--- src/irgbt_pkg.sv ---
package irgbt_pkg;

	// field widths
	localparam int GYRO_W  = 18;
	localparam int ACCEL_W = 17;
	localparam int DT_W    = 16;
	localparam int TIME_W  = 23;

	// bias accumulator: integer part of a gyro reading plus fraction bits
	localparam int BIAS_FRACTION_BITS = 16;
	localparam int ACC_W      = GYRO_W + BIAS_FRACTION_BITS;
	localparam int GAIN_SHIFT = 16;

	// squared norms and limits
	localparam int G2_W  = 2 * GYRO_W;
	localparam int A2_W  = 2 * ACCEL_W;
	localparam int LIM_W = 17;
	localparam int DEV_W = 13;
	localparam int HI_W  = DEV_W + 1;

	localparam logic [DEV_W-1:0]  ONE_G    = DEV_W'(4096);
	localparam logic [TIME_W-1:0] TIME_MAX = '1;

	// configuration port
	localparam int ADDR_W = 5;
	localparam int DATA_W = 32;

	typedef enum logic [2:0] {
		REG_GYRO_REST_LIMIT = 3'd0,
		REG_ACCEL_DEV_LIMIT = 3'd1,
		REG_REST_MIN_TIME   = 3'd2,
		REG_BIAS_GAIN       = 3'd3,
		REG_BIAS_LIMIT      = 3'd4
	} reg_idx_t;

	typedef struct packed {
		logic [LIM_W-1:0]  gyro_rest_limit;
		logic [DEV_W-1:0]  accel_dev_limit;
		logic [TIME_W-1:0] rest_min_time;
		logic [16:0]       bias_gain;
		logic [16:0]       bias_limit;
	} cfg_t;

endpackage

--- src/irgbt_axis.sv ---
module irgbt_axis (
	input  logic                                clk,
	input  logic                                arst_n,
	input  logic                                upd,
	input  logic signed [irgbt_pkg::GYRO_W-1:0] rate,
	input  logic [16:0]                         gain,
	input  logic [16:0]                         clip,
	output logic signed [irgbt_pkg::GYRO_W-1:0] bias_nxt
);

	localparam int F    = irgbt_pkg::BIAS_FRACTION_BITS;
	localparam int AW   = irgbt_pkg::ACC_W;
	localparam int D_W  = AW + 1;
	localparam int P_W  = D_W + 18;
	localparam int SH_W = P_W - irgbt_pkg::GAIN_SHIFT;
	localparam int V_W  = SH_W + 1;

	logic signed [AW-1:0]   acc_q;
	logic signed [AW-1:0]   acc_nxt;
	logic signed [D_W-1:0]  diff;
	logic signed [P_W-1:0]  prod;
	logic signed [SH_W-1:0] delta;
	logic signed [V_W-1:0]  sum_v;
	logic signed [V_W-1:0]  lim_v;

	// move toward the reading by the gain, floor of the scaled product
	always_comb begin
		diff  = D_W'($signed({rate, {F{1'b0}}})) - D_W'(acc_q);
		prod  = P_W'(diff) * P_W'($signed({1'b0, gain}));
		delta = $signed(prod[P_W-1:irgbt_pkg::GAIN_SHIFT]);
		sum_v = V_W'(acc_q) + V_W'(delta);
		lim_v = V_W'($signed({1'b0, clip, {F{1'b0}}}));
	end

	// clip to plus or minus the limit
	always_comb begin
		priority if (sum_v > lim_v) begin
			acc_nxt = AW'(lim_v);
		end else if (sum_v < -lim_v) begin
			acc_nxt = AW'(-lim_v);
		end else begin
			acc_nxt = AW'(sum_v);
		end
	end

	always_ff @(posedge clk or negedge arst_n) begin
		if (!arst_n) begin
			acc_q <= '0;
		end else if (upd) begin
			acc_q <= acc_nxt;
		end
	end

	// reported bias is the integer part of the updated accumulator
	assign bias_nxt = upd ? acc_nxt[AW-1:F] : acc_q[AW-1:F];

	a_hold: assert property (@(posedge clk) disable iff (!arst_n)
		!upd |=> $stable(acc_q))
		else $error("bias changed without a rest beat");

	a_clip: assert property (@(posedge clk) disable iff (!arst_n)
		upd |=> (V_W'(acc_q) <= $past(lim_v)) && (V_W'(acc_q) >= -$past(lim_v)))
		else $error("bias outside clip range after update");

	a_zero_gain: assert property (@(posedge clk) disable iff (!arst_n)
		(upd && gain == '0 && V_W'(acc_q) <= lim_v && V_W'(acc_q) >= -lim_v)
		|=> $stable(acc_q))
		else $error("zero gain moved bias");

endmodule

--- config.mk ---
export PLATFORM = sky130hd
export DESIGN_NAME = irgbt_axis
export DESIGN_NICKNAME = d
export VERILOG_FILES = /design/src/irgbt_pkg.sv /design/src/irgbt_axis.sv
export SDC_FILE = /design/constraint.sdc
export NUM_CORES = 2
export LEC_CHECK = 0
export BUFFER_PORTS_ARGS = -buffer_cell sky130_fd_sc_hd__buf_2
export CORE_MARGIN = 5
export CORE_UTILIZATION = 50
export DETAILED_ROUTE_END_ITERATION = 8
export GPL_TIMING_DRIVEN = 0
export PLACE_DENSITY = 0.69
export SLEW_MARGIN = 40
export SYNTH_ARGS = -nofsm -noshare
export SYNTH_HDL_FRONTEND = slang
export SYNTH_SLANG_ARGS = --single-unit
--- constraint.sdc ---
create_clock -name clk -period 17.07 [get_ports clk]
set_input_delay 3.414 -clock clk [delete_from_list [all_inputs] [get_ports clk]]
set_output_delay 3.414 -clock clk [all_outputs]
set_load 0.02 [all_outputs]
# [After elaboration in Yosys (flattened, before gate mapping)]
# Cells that the tools add are included.
[totals] mem_bits_ro=0 ramBits=0 latch_bits=0 output_inout_bits=18 input_bits=55 regBits=34 memories=0
[op_classes] div_mod_pow=0 n_reduce_logical=0 magnitude_cmp=2 addsub=3 shifts=0 bitwise_logic=0 n_mux=3 n_mul=1 eq_ne=0
[op_table] op="2-to-1 mux 34 bit" n=2
[op_table] op="multiplier 35 x 18 -> 53 bit" n=1
[op_table] op="adder 34 x 37 -> 38 bit" n=1
[op_table] op="> comparator 38 x 34 -> 1 bit" n=1
[op_table] op="< comparator 38 bit" n=1
[op_table] op="negator 33 -> 38 bit" n=1
[op_table] op="subtractor 34 x 34 -> 35 bit" n=1
[op_table] op="2-to-1 mux 18 bit" n=1

# [Depth between registers and ports, before layout]
[logic_depth] ltp_word=7 depth_mapped=59 mapped_depth_nobuf=55

# [Worst setup path before layout]
# Ideal clock, no wire load.
[synth_path] kind="in2out" from="input port rate[3] (netlist bit)" to="output port bias_nxt[11] (netlist bit)" arrival_ns=15.103 cell_stages=54 n_path_buf=3 required_time_ns=13.656 path_slack_ns=-1.447 path_cell_list="ha_1 > o21a_1 > o21ai_0 > a21oi_1 > a31o_2 > a21oi_1 > xnor2_1 > clkbuf_1 > nand2_1 > fa_1 > fa_1 > fa_1 > inv_1 > fa_1 > fa_1 > inv_1 > fa_1 > inv_1 > [... 18 more ...] > o31ai_1 > nand2b_1 > a21o_1 > a21oi_1 > xnor2_1 > ha_1 > nand3_1 > nor4_1 > nand2_1 > nor4_1 > nand4_1 > nor4_1 > o2111ai_1 > a211oi_1 > a31o_2 > buf_1 > nand2_1 > o21ai_0"
[synth_between] elab_chain_cells=7 word_cells_on_any_way=8 cone_classes="add/sub: 2; mul: 1; order compare: 2; mux: 3"
[synth_lines] element="start: declaration" line="irgbt_axis.sv:5" text="input logic signed [irgbt_pkg::GYRO_W-1:0] rate,"
[synth_lines] element="subtractor 34 x 34 -> 35 bit *" line="irgbt_axis.sv:28" text="diff = D_W'($signed({rate, {F{1'b0}}})) - D_W'(acc_q);"
[synth_lines] element="multiplier 35 x 18 -> 53 bit *" line="irgbt_axis.sv:29" text="prod = P_W'(diff) * P_W'($signed({1'b0, gain}));"
[synth_lines] element="adder 34 x 37 -> 38 bit *" line="irgbt_axis.sv:31" text="sum_v = V_W'(acc_q) + V_W'(delta);"
[synth_lines] element="< comparator 38 bit" line="irgbt_axis.sv:39" text="end else if (sum_v < -lim_v) begin"
[synth_lines] element="2-to-1 mux 34 bit" line="irgbt_axis.sv:39"
[synth_lines] element="2-to-1 mux 34 bit *" line="irgbt_axis.sv:37" text="priority if (sum_v > lim_v) begin"
[synth_lines] element="2-to-1 mux 18 bit *" line="irgbt_axis.sv:55" text="assign bias_nxt = upd ? acc_nxt[AW-1:F] : acc_q[AW-1:F];"
[synth_lines] element="end: declaration" line="irgbt_axis.sv:8" text="output logic signed [irgbt_pkg::GYRO_W-1:0] bias_nxt"
# Every way passes the cells marked *; elsewhere a longest branch is shown, timed or not.

# [Final worst setup path]
[layout_path] from="input port rate[0] (netlist bit)" to="output port bias_nxt[6] (netlist bit)"
# Same word-level chain as after synthesis.

==> results.cfg <==
[outcome]
status = finished with violations
violations = negative setup slack

[yosys]
syn_avg_cell_area_um2 = 8.46
synth_cells = 3063
synthArstFlopShare_pct = 100
synth-main-ff-cell = dfrtp_1
synthesis.area_um2 = 25900
synthDistinctLibCells = 74
syn_nets = 3894
synth-edff-count = 0
synth_warnings = 0
ys_seq_area_share_pct = 3.28
ys_ff_latch = 34

[worst_setup_path]
critPathSlowestCell = fa_2
critPathMaxStageDelay_ns = 0.57
crit_buf_inv = 9
cp_max_fo = 6
start_kind = input port
r2r_slack_ns = 2.70
path_delay_family = adder cells
endpoint_kind = output pin
required_ns = 13.66
critPathArrivalTime_ns = 15.17
crit_type = in2out

[global_routing]
antenna_found_initial = 6
grt.total_usage_pct = 29.7
grt_max_degree = 35
grt_pass1_wl_um = 131000
grt_pass1_vias = 23500
grt-ovfl-total = 0

[min_path]
hold_class = reg2reg

[detailed_routing]
vias = 21900
ant_nets = 0
dr_wl_met3_um = 4350
routed.top_layer = met5
vias_per_cell = 5.52
drtIter0Drc = 1416
drt-total-wl_um = 83400
drtPass1Iterations = 6
drc = 0
wl_per_cell_um = 21.0
wl_met2_um = 41200
drt-met1-wl_um = 32500

[clock_network]
root_buffer = clkbuf_16
cts_buffers = 5
cts_tree = done
clkTransAtPathRegs_ns = 0.06
clock_latency_ns = 0.30
clock_path_buffers = 2
htreeDepth = 2
clock-sinks = 34

[placed_design]
portBuffers = 63
gp_congestion = 0.943
hpwl_um = 67200

[job]
cap_viol_max_count = 0

[final_layout]
nets = 4117
final_cell_mix = inv_1 (742), fa_1 (534), nand2_1 (406)
nFillCells = 4503
regMostFlops = acc_q
reg_top3 = acc_q: 34 flops
drive_gt1_share_pct = 17.4
area_growth_pct = 19.8
largest_reg_flops = 34
utilization_pct = 60.5
layout_commonest_cell = inv_1

[timing]
worstMarginPinSlew_ns = 0.893
min_period_ns = 18.58
drv_slew = 0
fmax_mhz = 53.8
finalSetupViolCount = 18
fin_crit_sh_pct = 109
hold_viol = 0
worst_slack_ns = -1.51
rsz0062_at_grt = true
relSlewSlack_pct = 40.0
finalClockSkew_ns = 0.0160

[die]
ios = 73
die_area_um2 = 56500
core_area_um2 = 51300
start_util_pct = 50.5
die_h_um = 238
rows = 83
die_width_um = 238
## repair_timing
item                                    4_1_cts  5_1_grt
pin swaps                                   158      110
buffers inserted                            117       38
cloned                                        1        1
hold buffers                                  0        0
endpoints found under the setup margin       18       18
gates resized for setup                     251      127
## metal layers
layer  up-vias  global-route usage [%]
met5         -                       0
met4         4                    14.2
met3       262                    3.21
met2       782                    51.1
met1     11200                    37.7
li1       9707                       -
## worst reg2reg max path, delay by kind of cell (launching register included)
family	cells	cell delay (ns)
AOI/OAI and AO/OA	16	3.85
xor gates and xnor gates	3	0.97
adders and majority gates	9	4.05
buffers and inverters	8	1.19
DFF	1	0.50
and+or+nand+nor	17	3.74
## cell families (layout without fill, tap and decap cells)
| kind of cell | Yosys count | count (layout) | synth area share (%) |
|---|---|---|---|
| compound gates | 330 | 330 | 8.28 |
| buf+inv | 877 | 1099 | 12.8 |
| flops | 34 | 34 | 3.28 |
| simple gates | 913 | 914 | 17.4 |
| other cells | 0 | 1 | 0 |
| fa+ha+maj | 780 | 780 | 53.8 |
| xor+xnor | 121 | 121 | 4.09 |
| mux | 8 | 8 | 0.319 |
## path summary, 6_finish.rpt
kind | from | end | cells after the start
min | acc_q[6] | acc_q[6] | 1
max | rate[0] | bias_nxt[6] | 55
min reg2reg | acc_q[6] | acc_q[6] | 1
max reg2reg | acc_q[0] | acc_q[22] | 53
min in group asynchronous | arst_n | acc_q[27] | 1
max in group asynchronous | arst_n | acc_q[1] | 1
## per-stage QoR
stage / hold WS [ns] / instance area, µm² / cells / TNS, ns / setup WS (ns)
after floorplan: 0.524 / 26600 / 3063 / 0 / 0.00243
after CTS: 0.616 / 30200 / 3928 / -24.19 / -1.40
after detailed placement: 0.599 / 27900 / 3806 / -55.90 / -3.22
final: 0.613 / 31000 / 3967 / -25.97 / -1.51
after global routing: 0.624 / 31000 / 3966 / -33.42 / -1.92
after global placement: 0.559 / 27800 / 3806 / -57.85 / -3.33
## cells in the mapped netlist (all sizes together) (5+ instances only)
cell type | instances | area share (%)
a21o | 37 | 1.1
fa | 558 | 43
and3 | 16 | 0.39
nand3 | 15 | 0.36
o21a | 13 | 0.38
o2111ai | 8 | 0.27
dfrtp | 34 | 3.3
or3 | 6 | 0.14
mux2i | 6 | 0.23
nor3b | 5 | 0.14
nor3 | 24 | 0.48
o21ai | 79 | 1.5
and4 | 9 | 0.30
nand2b | 11 | 0.27
xor2 | 29 | 0.98
xnor2 | 92 | 3.1
and2 | 249 | 6.0
nor2 | 88 | 1.3
o211ai | 5 | 0.14
nand2 | 416 | 6.0
a211oi | 12 | 0.37
nor4 | 12 | 0.35
o22ai | 12 | 0.31
nand4 | 29 | 0.70
o21bai | 17 | 0.49
nor2b | 11 | 0.27
a221oi | 5 | 0.17
inv | 761 | 11
clkbuf | 101 | 1.5
a21oi | 83 | 1.6
ha | 218 | 11
o2bb2ai | 5 | 0.17
nand3b | 7 | 0.20
a311oi | 7 | 0.24
buf | 14 | 0.33
a31oi | 11 | 0.27
## cell type report
class	count	area [µm²]	area share, %
repair buffers	217	1790	5.76
diodes	1	2.50	0.00806
flip-flops and latches	34	851	2.74
plain buffers	113	741	2.39
clock buffers	6	139	0.448
well taps	680	851	2.74
inverters	762	2860	9.23
multi-input cells	2153	23800	76.6
clock inverters	1	30.0	0.0968
Power is not shown: default switching activity piles up to over one toggle a cycle in this logic, so the estimate is an artifact.
