File: config.mk
export PLATFORM = sky130hd
export DESIGN_NAME = irgbt_regs
export DESIGN_NICKNAME = d
export VERILOG_FILES = /design/src/irgbt_pkg.sv /design/src/irgbt_regs.sv
export SDC_FILE = /design/constraint.sdc
export NUM_CORES = 1
export LEC_CHECK = 0
export BUFFER_PORTS_ARGS = -buffer_cell sky130_fd_sc_hd__buf_2
export CAP_MARGIN = 40
export CORE_MARGIN = 1.5
export CORE_UTILIZATION = 44
export CTS_CLUSTER_DIAMETER = 50
export DETAILED_ROUTE_END_ITERATION = 10
export PLACE_DENSITY = 0.84
export REMOVE_ABC_BUFFERS = 1
export SLEW_MARGIN = 10
export SYNTH_ARGS = -nofsm -noshare
export SYNTH_HDL_FRONTEND = slang
export SYNTH_SLANG_ARGS = --single-unit
File: constraint.sdc
create_clock -name clk -period 1.7 [get_ports clk]
set_input_delay 0.34 -clock clk [delete_from_list [all_inputs] [get_ports clk]]
set_output_delay 0.34 -clock clk [all_outputs]
set_load 0.005 [all_outputs]
File: src/irgbt_pkg.sv
package irgbt_pkg;

	// field widths
	localparam int GYRO_W  = 18;
	localparam int ACCEL_W = 17;
	localparam int DT_W    = 16;
	localparam int TIME_W  = 23;

	// bias accumulator: integer part of a gyro reading plus fraction bits
	localparam int BIAS_FRACTION_BITS = 16;
	localparam int ACC_W      = GYRO_W + BIAS_FRACTION_BITS;
	localparam int GAIN_SHIFT = 16;

	// squared norms and limits
	localparam int G2_W  = 2 * GYRO_W;
	localparam int A2_W  = 2 * ACCEL_W;
	localparam int LIM_W = 17;
	localparam int DEV_W = 13;
	localparam int HI_W  = DEV_W + 1;

	localparam logic [DEV_W-1:0]  ONE_G    = DEV_W'(4096);
	localparam logic [TIME_W-1:0] TIME_MAX = '1;

	// configuration port
	localparam int ADDR_W = 5;
	localparam int DATA_W = 32;

	typedef enum logic [2:0] {
		REG_GYRO_REST_LIMIT = 3'd0,
		REG_ACCEL_DEV_LIMIT = 3'd1,
		REG_REST_MIN_TIME   = 3'd2,
		REG_BIAS_GAIN       = 3'd3,
		REG_BIAS_LIMIT      = 3'd4
	} reg_idx_t;

	typedef struct packed {
		logic [LIM_W-1:0]  gyro_rest_limit;
		logic [DEV_W-1:0]  accel_dev_limit;
		logic [TIME_W-1:0] rest_min_time;
		logic [16:0]       bias_gain;
		logic [16:0]       bias_limit;
	} cfg_t;

endpackage

File: src/irgbt_regs.sv
module irgbt_regs (
	input  logic                           clk,
	input  logic                           arst_n,
	input  logic                           psel,
	input  logic                           penable,
	input  logic                           pwrite,
	input  logic [irgbt_pkg::ADDR_W-1:0]   paddr,
	input  logic [irgbt_pkg::DATA_W-1:0]   pwdata,
	output logic [irgbt_pkg::DATA_W-1:0]   prdata,
	output logic                           pready,
	output irgbt_pkg::cfg_t                cfg
);

	irgbt_pkg::cfg_t     cfg_q;
	irgbt_pkg::reg_idx_t idx;
	logic                wr;

	assign pready = 1'b1;
	assign idx    = irgbt_pkg::reg_idx_t'(paddr[irgbt_pkg::ADDR_W-1:2]);
	assign wr     = psel & penable & pwrite;
	assign cfg    = cfg_q;

	// register writes on the access phase
	always_ff @(posedge clk or negedge arst_n) begin
		if (!arst_n) begin
			cfg_q.gyro_rest_limit <= irgbt_pkg::LIM_W'(96);
			cfg_q.accel_dev_limit <= irgbt_pkg::DEV_W'(614);
			cfg_q.rest_min_time   <= irgbt_pkg::TIME_W'(2000000);
			cfg_q.bias_gain       <= 17'(655);
			cfg_q.bias_limit      <= 17'(192);
		end else if (wr) begin
			case (idx)
				irgbt_pkg::REG_GYRO_REST_LIMIT:
					cfg_q.gyro_rest_limit <= pwdata[irgbt_pkg::LIM_W-1:0];
				irgbt_pkg::REG_ACCEL_DEV_LIMIT:
					cfg_q.accel_dev_limit <= pwdata[irgbt_pkg::DEV_W-1:0];
				irgbt_pkg::REG_REST_MIN_TIME:
					cfg_q.rest_min_time <= pwdata[irgbt_pkg::TIME_W-1:0];
				irgbt_pkg::REG_BIAS_GAIN:   cfg_q.bias_gain <= pwdata[16:0];
				irgbt_pkg::REG_BIAS_LIMIT:  cfg_q.bias_limit <= pwdata[16:0];
				default: ;
			endcase
		end
	end

	// read mux, unmapped addresses read zero
	always_comb begin
		case (idx)
			irgbt_pkg::REG_GYRO_REST_LIMIT:
				prdata = irgbt_pkg::DATA_W'(cfg_q.gyro_rest_limit);
			irgbt_pkg::REG_ACCEL_DEV_LIMIT:
				prdata = irgbt_pkg::DATA_W'(cfg_q.accel_dev_limit);
			irgbt_pkg::REG_REST_MIN_TIME:
				prdata = irgbt_pkg::DATA_W'(cfg_q.rest_min_time);
			irgbt_pkg::REG_BIAS_GAIN:   prdata = irgbt_pkg::DATA_W'(cfg_q.bias_gain);
			irgbt_pkg::REG_BIAS_LIMIT:  prdata = irgbt_pkg::DATA_W'(cfg_q.bias_limit);
			default:                    prdata = '0;
		endcase
	end

endmodule

Word-level counts from Yosys, hierarchy flattened
Index checks and enable logic that the tools add are counted.

Eq/ne operators: 4. Mux-type cells: 1. Bitwise logic cells: 2. Reduce and logical (&&, ||, !) cells: 6.

Operator list (count): $pmux W23 S5 (1); $reduce_and A2 Y1 (5); $eq A3 B2 Y1 const B (2); $eq A3 B1 Y1 const B (1); $eq A3 B3 Y1 const B (1); $logic_not A3 Y1 (1); $and A1 B1 Y1 (2).

Flip-flop bits (word level): 87. Input bits: 42. Word-level logic and storage cells: 18.

Longest topological paths before layout
Gate-level depths: netlist of run 1.

Word-level depth: 3. Depth in mapped cells: 7. Gate-level depth less buffers: 3.

Worst setup path after synthesis of run 1
OpenSTA, ideal clock, no wires.

Path type: input to output. Start point: input paddr[3] (netlist name). End point: output prdata[0] (netlist name). Arrival time: 1372 ps. Path slack: -12 ps. Stages: 6. Buffers on the path: 3. Cell sequence: clkbuf_2 > buf_2 > nor2_1 > clkbuf_1 > a32oi_1 > o21ai_0.

Word-level cells in the longest chain between the ends: 2. Elaborated cells on any way between the ends: 6. Those cells by class: 4 x eq/ne; 1 x mux; 1 x reduce/logical.

Ends and longest elaborated chain: from (decl) (RTL line irgbt_regs.sv:7) `input logic [irgbt_pkg::ADDR_W-1:0] paddr,`; $eq A3 B3 Y1 (tied with other cells) (RTL line irgbt_regs.sv:48) `case (idx)`; $pmux W23 S5 * (RTL line irgbt_regs.sv:48); to (decl) (RTL line irgbt_regs.sv:9) `output logic [irgbt_pkg::DATA_W-1:0] prdata,`.

Mark *: on every way between the ends. The rest lies on a longest branch, timed or not.

Final worst setup path of run 1
Start point: register cfg_q, in the netlist cfg[45]. End point: output prdata[11] (netlist name).

Word-level cells in the longest chain between the ends: 1.

Ends and longest elaborated chain: from (decl) (RTL line irgbt_regs.sv:14) `irgbt_pkg::cfg_t cfg_q;`; $pmux W23 S5 (RTL line irgbt_regs.sv:48).

No other way between the ends.

==> results.toml, run 1 <==
[status]
status = "finished, violations left"
violations = "setup timing"

[route]
drt-vias-per-instance = 5.38
drtPass1Iterations = 4
drt-total-wl_um = 11900
wl_per_cell_um = 19.5
vias = 3276
antenna_left = 0
drc = 0
drtIter0Drc = 124

[timing]
fin_crit_sh = 1.03
fmax_mhz = 569
hold_viol = 0
finalCriticalPeriod_ns = 1.76
rsz0062_at_grt = "yes"
skew_ns = 0
maxSlewViolCount = 0
finalSetupViolations = 12
worst_slack_ns = -0.0582

[synth]
synth_cell_types = 29
yosys.area.top_type = "dfrtp_1"
synth_common_cells = "90 x mux2_2, 65 x dfrtp_1, 22 x dfstp_2"
yosysWarnings = 0
synth-main-ff-cell = "dfrtp_1"
synth.avg_cell_area_um2 = 14.1
async_flop_share = 1.00
synthTopCellsByArea = "dfrtp_1 39%, mux2_2 25%, dfstp_2 14%"
syn_inst = 293
ys_seq_area_frac = 0.534
netlist_area_mm2 = 0.00413
synth.most_common_cell = "mux2_2"
synth_edf_count = 0
ys_seq_elements = 87
yosysTopAreaCellShare = 0.394

[floorplanning]
initial_core_util = 0.451
die_h_um = 99.9
row_count = 35
pin_count = 162
core_mm2 = 0.00915
die-area_mm2 = 0.00997
die_w_um = 99.9

[grt]
grt_start_max_net_pins = 88
grt_pass1_wl_um = 17800
grt_usage = 0.237
first_global_vias = 3354
antenna_found_initial = 0
grt-ovfl-total = 0

[finish]
final_nets = 535
syn_to_final_growth_pct = 39.4
n_fill_cell = 749
final_util = 0.629
antenna_cells = 0
drive_gt1_frac = 0.731
largest_reg_flops = 87
design_area_mm2 = 0.00575

[critical_path]
cp.required_ns = 1.36
worstReg2RegStart = "cfg[35]$_DFFE_PN0P_"
crit_slowest_cell = "dfrtp_1"
worst_setup_path_end_kind = "output port"
path_class = "flop to output port"
r2r-end = "cfg[35]$_DFFE_PN0P_"
path_cells = "mux2_4 > a32oi_2 > o21ai_1 > buf_2"
slowest_delay_ns = 0.40
critPathArrivalTime_ns = 1.42
cp-start-kind = "flop"
r2r_slack_ns = 0.69
cp_max_fo = 3
r2r_cells = 3

[min_path]
min_path_type = "input port to async pin"

[power_and_ir_drop]
vdd_drop_max_v = 0.000563
p_leak_nw = 2.97
powerDensity_mw_per_mm2 = 1080

[cts]
cts_buffers = 9
cts.reportedPaths.clkPinSlew_ns = 0.10
cts_hold_buffers = 0
clk_latency_ns = 0.35
root_buffer = "clkbuf_8"
ctsHtreeMaxLevel = 3
clock-sinks = 87
cts.path.max_buffers = 2
cts_tree = "yes"

[placement]
io_buffers = 140
dp_slack_ns = -0.134
place.gp.congestion = 0.790
postPlaceCellArea_mm2 = 0.00518
hpwl_um = 8080

[flow_run]
cap_violations = 0
stage by stage:
| stage | instances | hold slack [ns] | TNS (ns) | total power, W |
|---|---|---|---|---|
| 6_report | 609 | 0.0107 | -0.371 | 0.00619 |
| 5_1_grt | 609 | 0.0330 | -1.36 | 0.00652 |
| 4_1_cts | 595 | 0.0174 | -0.509 | 0.00610 |
| 3_5_place_dp | 561 | 0.417 | -3.54 | 0.00432 |
| 3_3_place_gp | 561 | 0.405 | -3.03 | 0.00424 |
| 2_1_floorplan | 271 | 0.0444 | -10.17 | 0.00349 |
cell type report:
cell class | instances | area [um2] | share of cell area
clock buffer | 10 | 138 | 0.0239
clock inverter | 6 | 92.6 | 0.0161
inverter | 1 | 3.75 | 0.000652
multi-input combinational | 183 | 1830 | 0.319
sequential | 87 | 2200 | 0.383
tap | 111 | 139 | 0.0241
timing repair buffer | 211 | 1340 | 0.233
what timing repair did:
action,in CTS,in global routing
endpoints found under the setup margin,14,17
buffers inserted,18,13
gates resized for setup,18,11
pin swaps,13,2
gates cloned,0,1
cells by family after synthesis:
| family | count (synthesis) | synth area share |
|---|---|---|
| DFF | 87 | 0.534 |
| AOI/OAI and AO/OA | 44 | 0.0788 |
| buffers and inverters | 31 | 0.0479 |
| other | 2 | 0.00182 |
| muxes | 105 | 0.294 |
| and+or+nand+nor | 24 | 0.0433 |
worst max-delay path, delay by kind of cell (launching register included):
family	cells	cell delay [ns]
AOI/OAI and AO/OA	2	0.26
buffers and inverters	1	0.13
muxes	1	0.28
DFF	1	0.40
per-layer routing:
layer / track usage / share of wire
met3: 0.0550 / 0.067
met1: 0.294 / 0.40
met4: 0.118 / 0.034
met5: 0 / 0
met2: 0.390 / 0.50
where the power goes:
group	total [W]	leakage (nW)	internal [W]	switching [W]
Clock	0.00163	0.109	0.000875	0.000758
Combinational	0.00171	1.80	0.00103	0.000681
Sequential	0.00285	1.06	0.00255	0.000301
Total	0.00619	2.97	0.00445	0.00174
placed cells by master (no fill, tap or decap), drive strengths merged:
cell and n:
buf 209, mux2 100, dfrtp 65, dfstp 22
a22oi 12, o21ai 12, clkbuf 12, a32oi 12
conb 10, and3 6, mux2i 5, a2bb2oi 4
o2bb2ai 4, nor2b 4, nand3 3, nor2 3
nand2 2, or3 2, nor3b 2, bufinv 2
clkinvlp 2, clkinv 2, nand4b 1, nor3 1
inv 1
worst max path at each step:
stage                                     end  cells after the start                 from
final                              prdata[11]                      4  cfg[45]$_DFFE_PN0P_
after global routing                prdata[4]                      4  cfg[38]$_DFFE_PN0P_
after CTS                           prdata[4]                      4  cfg[38]$_DFFE_PN0P_
after detailed placement           prdata[10]                      7             paddr[2]
after global placement             prdata[10]                      7             paddr[2]
after floorplan           cfg[34]$_DFFE_PN0P_                      3             paddr[4]
(Power assumes the default switching activity.)
==> inputs of run 2 (changes only) <==
--- a/config.mk
+++ b/config.mk
@@ -8,10 +8,10 @@
 export BUFFER_PORTS_ARGS = -buffer_cell sky130_fd_sc_hd__buf_2
 export CAP_MARGIN = 40
 export CORE_MARGIN = 1.5
-export CORE_UTILIZATION = 44
+export CORE_UTILIZATION = 49
 export CTS_CLUSTER_DIAMETER = 50
 export DETAILED_ROUTE_END_ITERATION = 10
-export PLACE_DENSITY = 0.84
+export PLACE_DENSITY = 0.88
 export REMOVE_ABC_BUFFERS = 1
 export SLEW_MARGIN = 10
 export SYNTH_ARGS = -nofsm -noshare
==> constraint.sdc (replaced) <==
create_clock -name clk -period 1.9 [get_ports clk]
set_input_delay 0.38 -clock clk [delete_from_list [all_inputs] [get_ports clk]]
set_output_delay 0.38 -clock clk [all_outputs]
set_load 0.005 [all_outputs]
==> results.toml, run 2 (synthesis gave the netlist of run 1 again) <==
[status]
status = "completed"

[grt]
grt_start_max_net_pins = 43
first_global_vias = 3172
grt_pass1_wl_um = 16200
grt-ovfl-total = 0
antenna_found_initial = 0
grt_usage = 0.242

[critical_path]
critPathArrivalTime_ns = 1.46
worstReg2RegStart = "cfg[8]$_DFFE_PN0P_"
cp.required_ns = 1.52
path_class = "input port to output port"
path_buf_inv = 3
cp_max_fo = 8
cp-start-kind = "input port"
worst_setup_path_end_kind = "output port"
critPathLaunch = "paddr[2]"
slowest_delay_ns = 0.36
crit_slowest_cell = "mux2_2"
critPathTopFamily = "buffers and inverters"
r2r_slack_ns = 1.10
r2r-end = "cfg[8]$_DFFE_PN0P_"
r2r_cells = 1
path_cells = "clkbuf_4 > buf_8 > mux2_2 > a32oi_1 > o21ai_1 > buf_2"

[route]
drt-total-wl_um = 10800
drtPass1Iterations = 4
antenna_left = 0
vias = 3095
drc = 0
drt-vias-per-instance = 5.48
wl_per_cell_um = 19.2
drtIter0Drc = 94

[floorplanning]
die_h_um = 94.8
die-area_mm2 = 0.00898
row_count = 33
die_w_um = 94.8
initial_core_util = 0.505
core_mm2 = 0.00818
pin_count = 162

[timing]
hold_viol = 0
fmax_mhz = 545
finalCriticalPeriod_ns = 1.84
finalSetupViolations = 0
rsz0062_at_grt = "no"
skew_ns = 0
fin_crit_sh = 0.966
maxSlewViolCount = 0

[finish]
final_nets = 497
n_fill_cell = 640
syn_to_final_growth_pct = 29.4
design_area_mm2 = 0.00534
final_util = 0.653
final_common_cell = "buf_2"
final_cell_mix = "137 x buf_2, 90 x mux2_2, 65 x dfrtp_1"
drive_gt1_frac = 0.685
antenna_cells = 0
largest_reg_flops = 87

[cts]
cts.reportedPaths.clkPinSlew_ns = 0.09
cts_tree = "yes"
ctsHtreeMaxLevel = 3
clk_latency_ns = 0.34
clock-sinks = 87
cts.path.max_buffers = 2
root_buffer = "clkbuf_8"
cts_buffers = 9

[min_path]
hold_start = "pwdata[17]"
min_path_type = "input port to flop"
hold_depth = 2
holdPathEnd = "cfg[51]$_DFFE_PN1P_"

[placement]
postPlaceCellArea_mm2 = 0.00507
hpwl_um = 7890
place.gp.congestion = 0.759
io_buffers = 140

[power_and_ir_drop]
powerDensity_mw_per_mm2 = 1000
p_leak_nw = 2.72
vdd_drop_max_v = 0.000497

[flow_run]
cap_violations = 0
-- run 2: worst max-delay path by stage --
stage | to | slack, ns | depth (start not counted)
after global routing | prdata[12] | 0.02 | 7
after floorplan | cfg[34]$_DFFE_PN0P_ | -0.18 | 3
after detailed placement | prdata[11] | 0.0002 | 6
after global placement | prdata[10] | 0.05 | 6
final | prdata[7] | 0.06 | 6
after CTS | prdata[4] | 0.01 | 6
-- run 2: report_power, final --
group	total (W)	leakage, nW	internal, W	switching (W)
logic	0.00126	1.54	0.000738	0.000520
clock network	0.00152	0.114	0.000877	0.000646
registers	0.00256	1.06	0.00228	0.000280
total	0.00534	2.72	0.00390	0.00145
-- run 2: metrics by stage --
stage	total power [W]	instances	TNS (ns)	hold slack, ns	worst slack, ns
floorplan	0.00312	271	-3.76	0.0844	-0.176
global placement	0.00377	548	0	0.313	0.0475
detailed placement	0.00385	548	0	0.322	0.000240
CTS	0.00537	565	0	0.243	0.00952
global route	0.00560	565	0	0.241	0.0186
finish	0.00534	565	0	0.254	0.0649
-- run 2: metal layers --
metal  track usage  share of wire  wire, um
met1         0.308           0.41      4460
met2         0.397           0.52      5580
met3        0.0451          0.058       626
met4         0.118          0.014       154
met5             0              0         0
-- run 2: final cells by class --
class	count	area, um2	area share
clock inverter	5	106	0.0199
sequential	87	2200	0.413
timing repair buffer	173	998	0.187
multi-input combinational	183	1760	0.330
inverter	1	3.75	0.000703
tap	105	131	0.0246
clock buffer	11	131	0.0246
-- run 2: what timing repair did --
item	CTS	global route
hold endpoints to repair	14	0
resized for setup	1	12
endpoints found under the setup margin	1	10
hold buffers	1	0
setup buffers	0	0
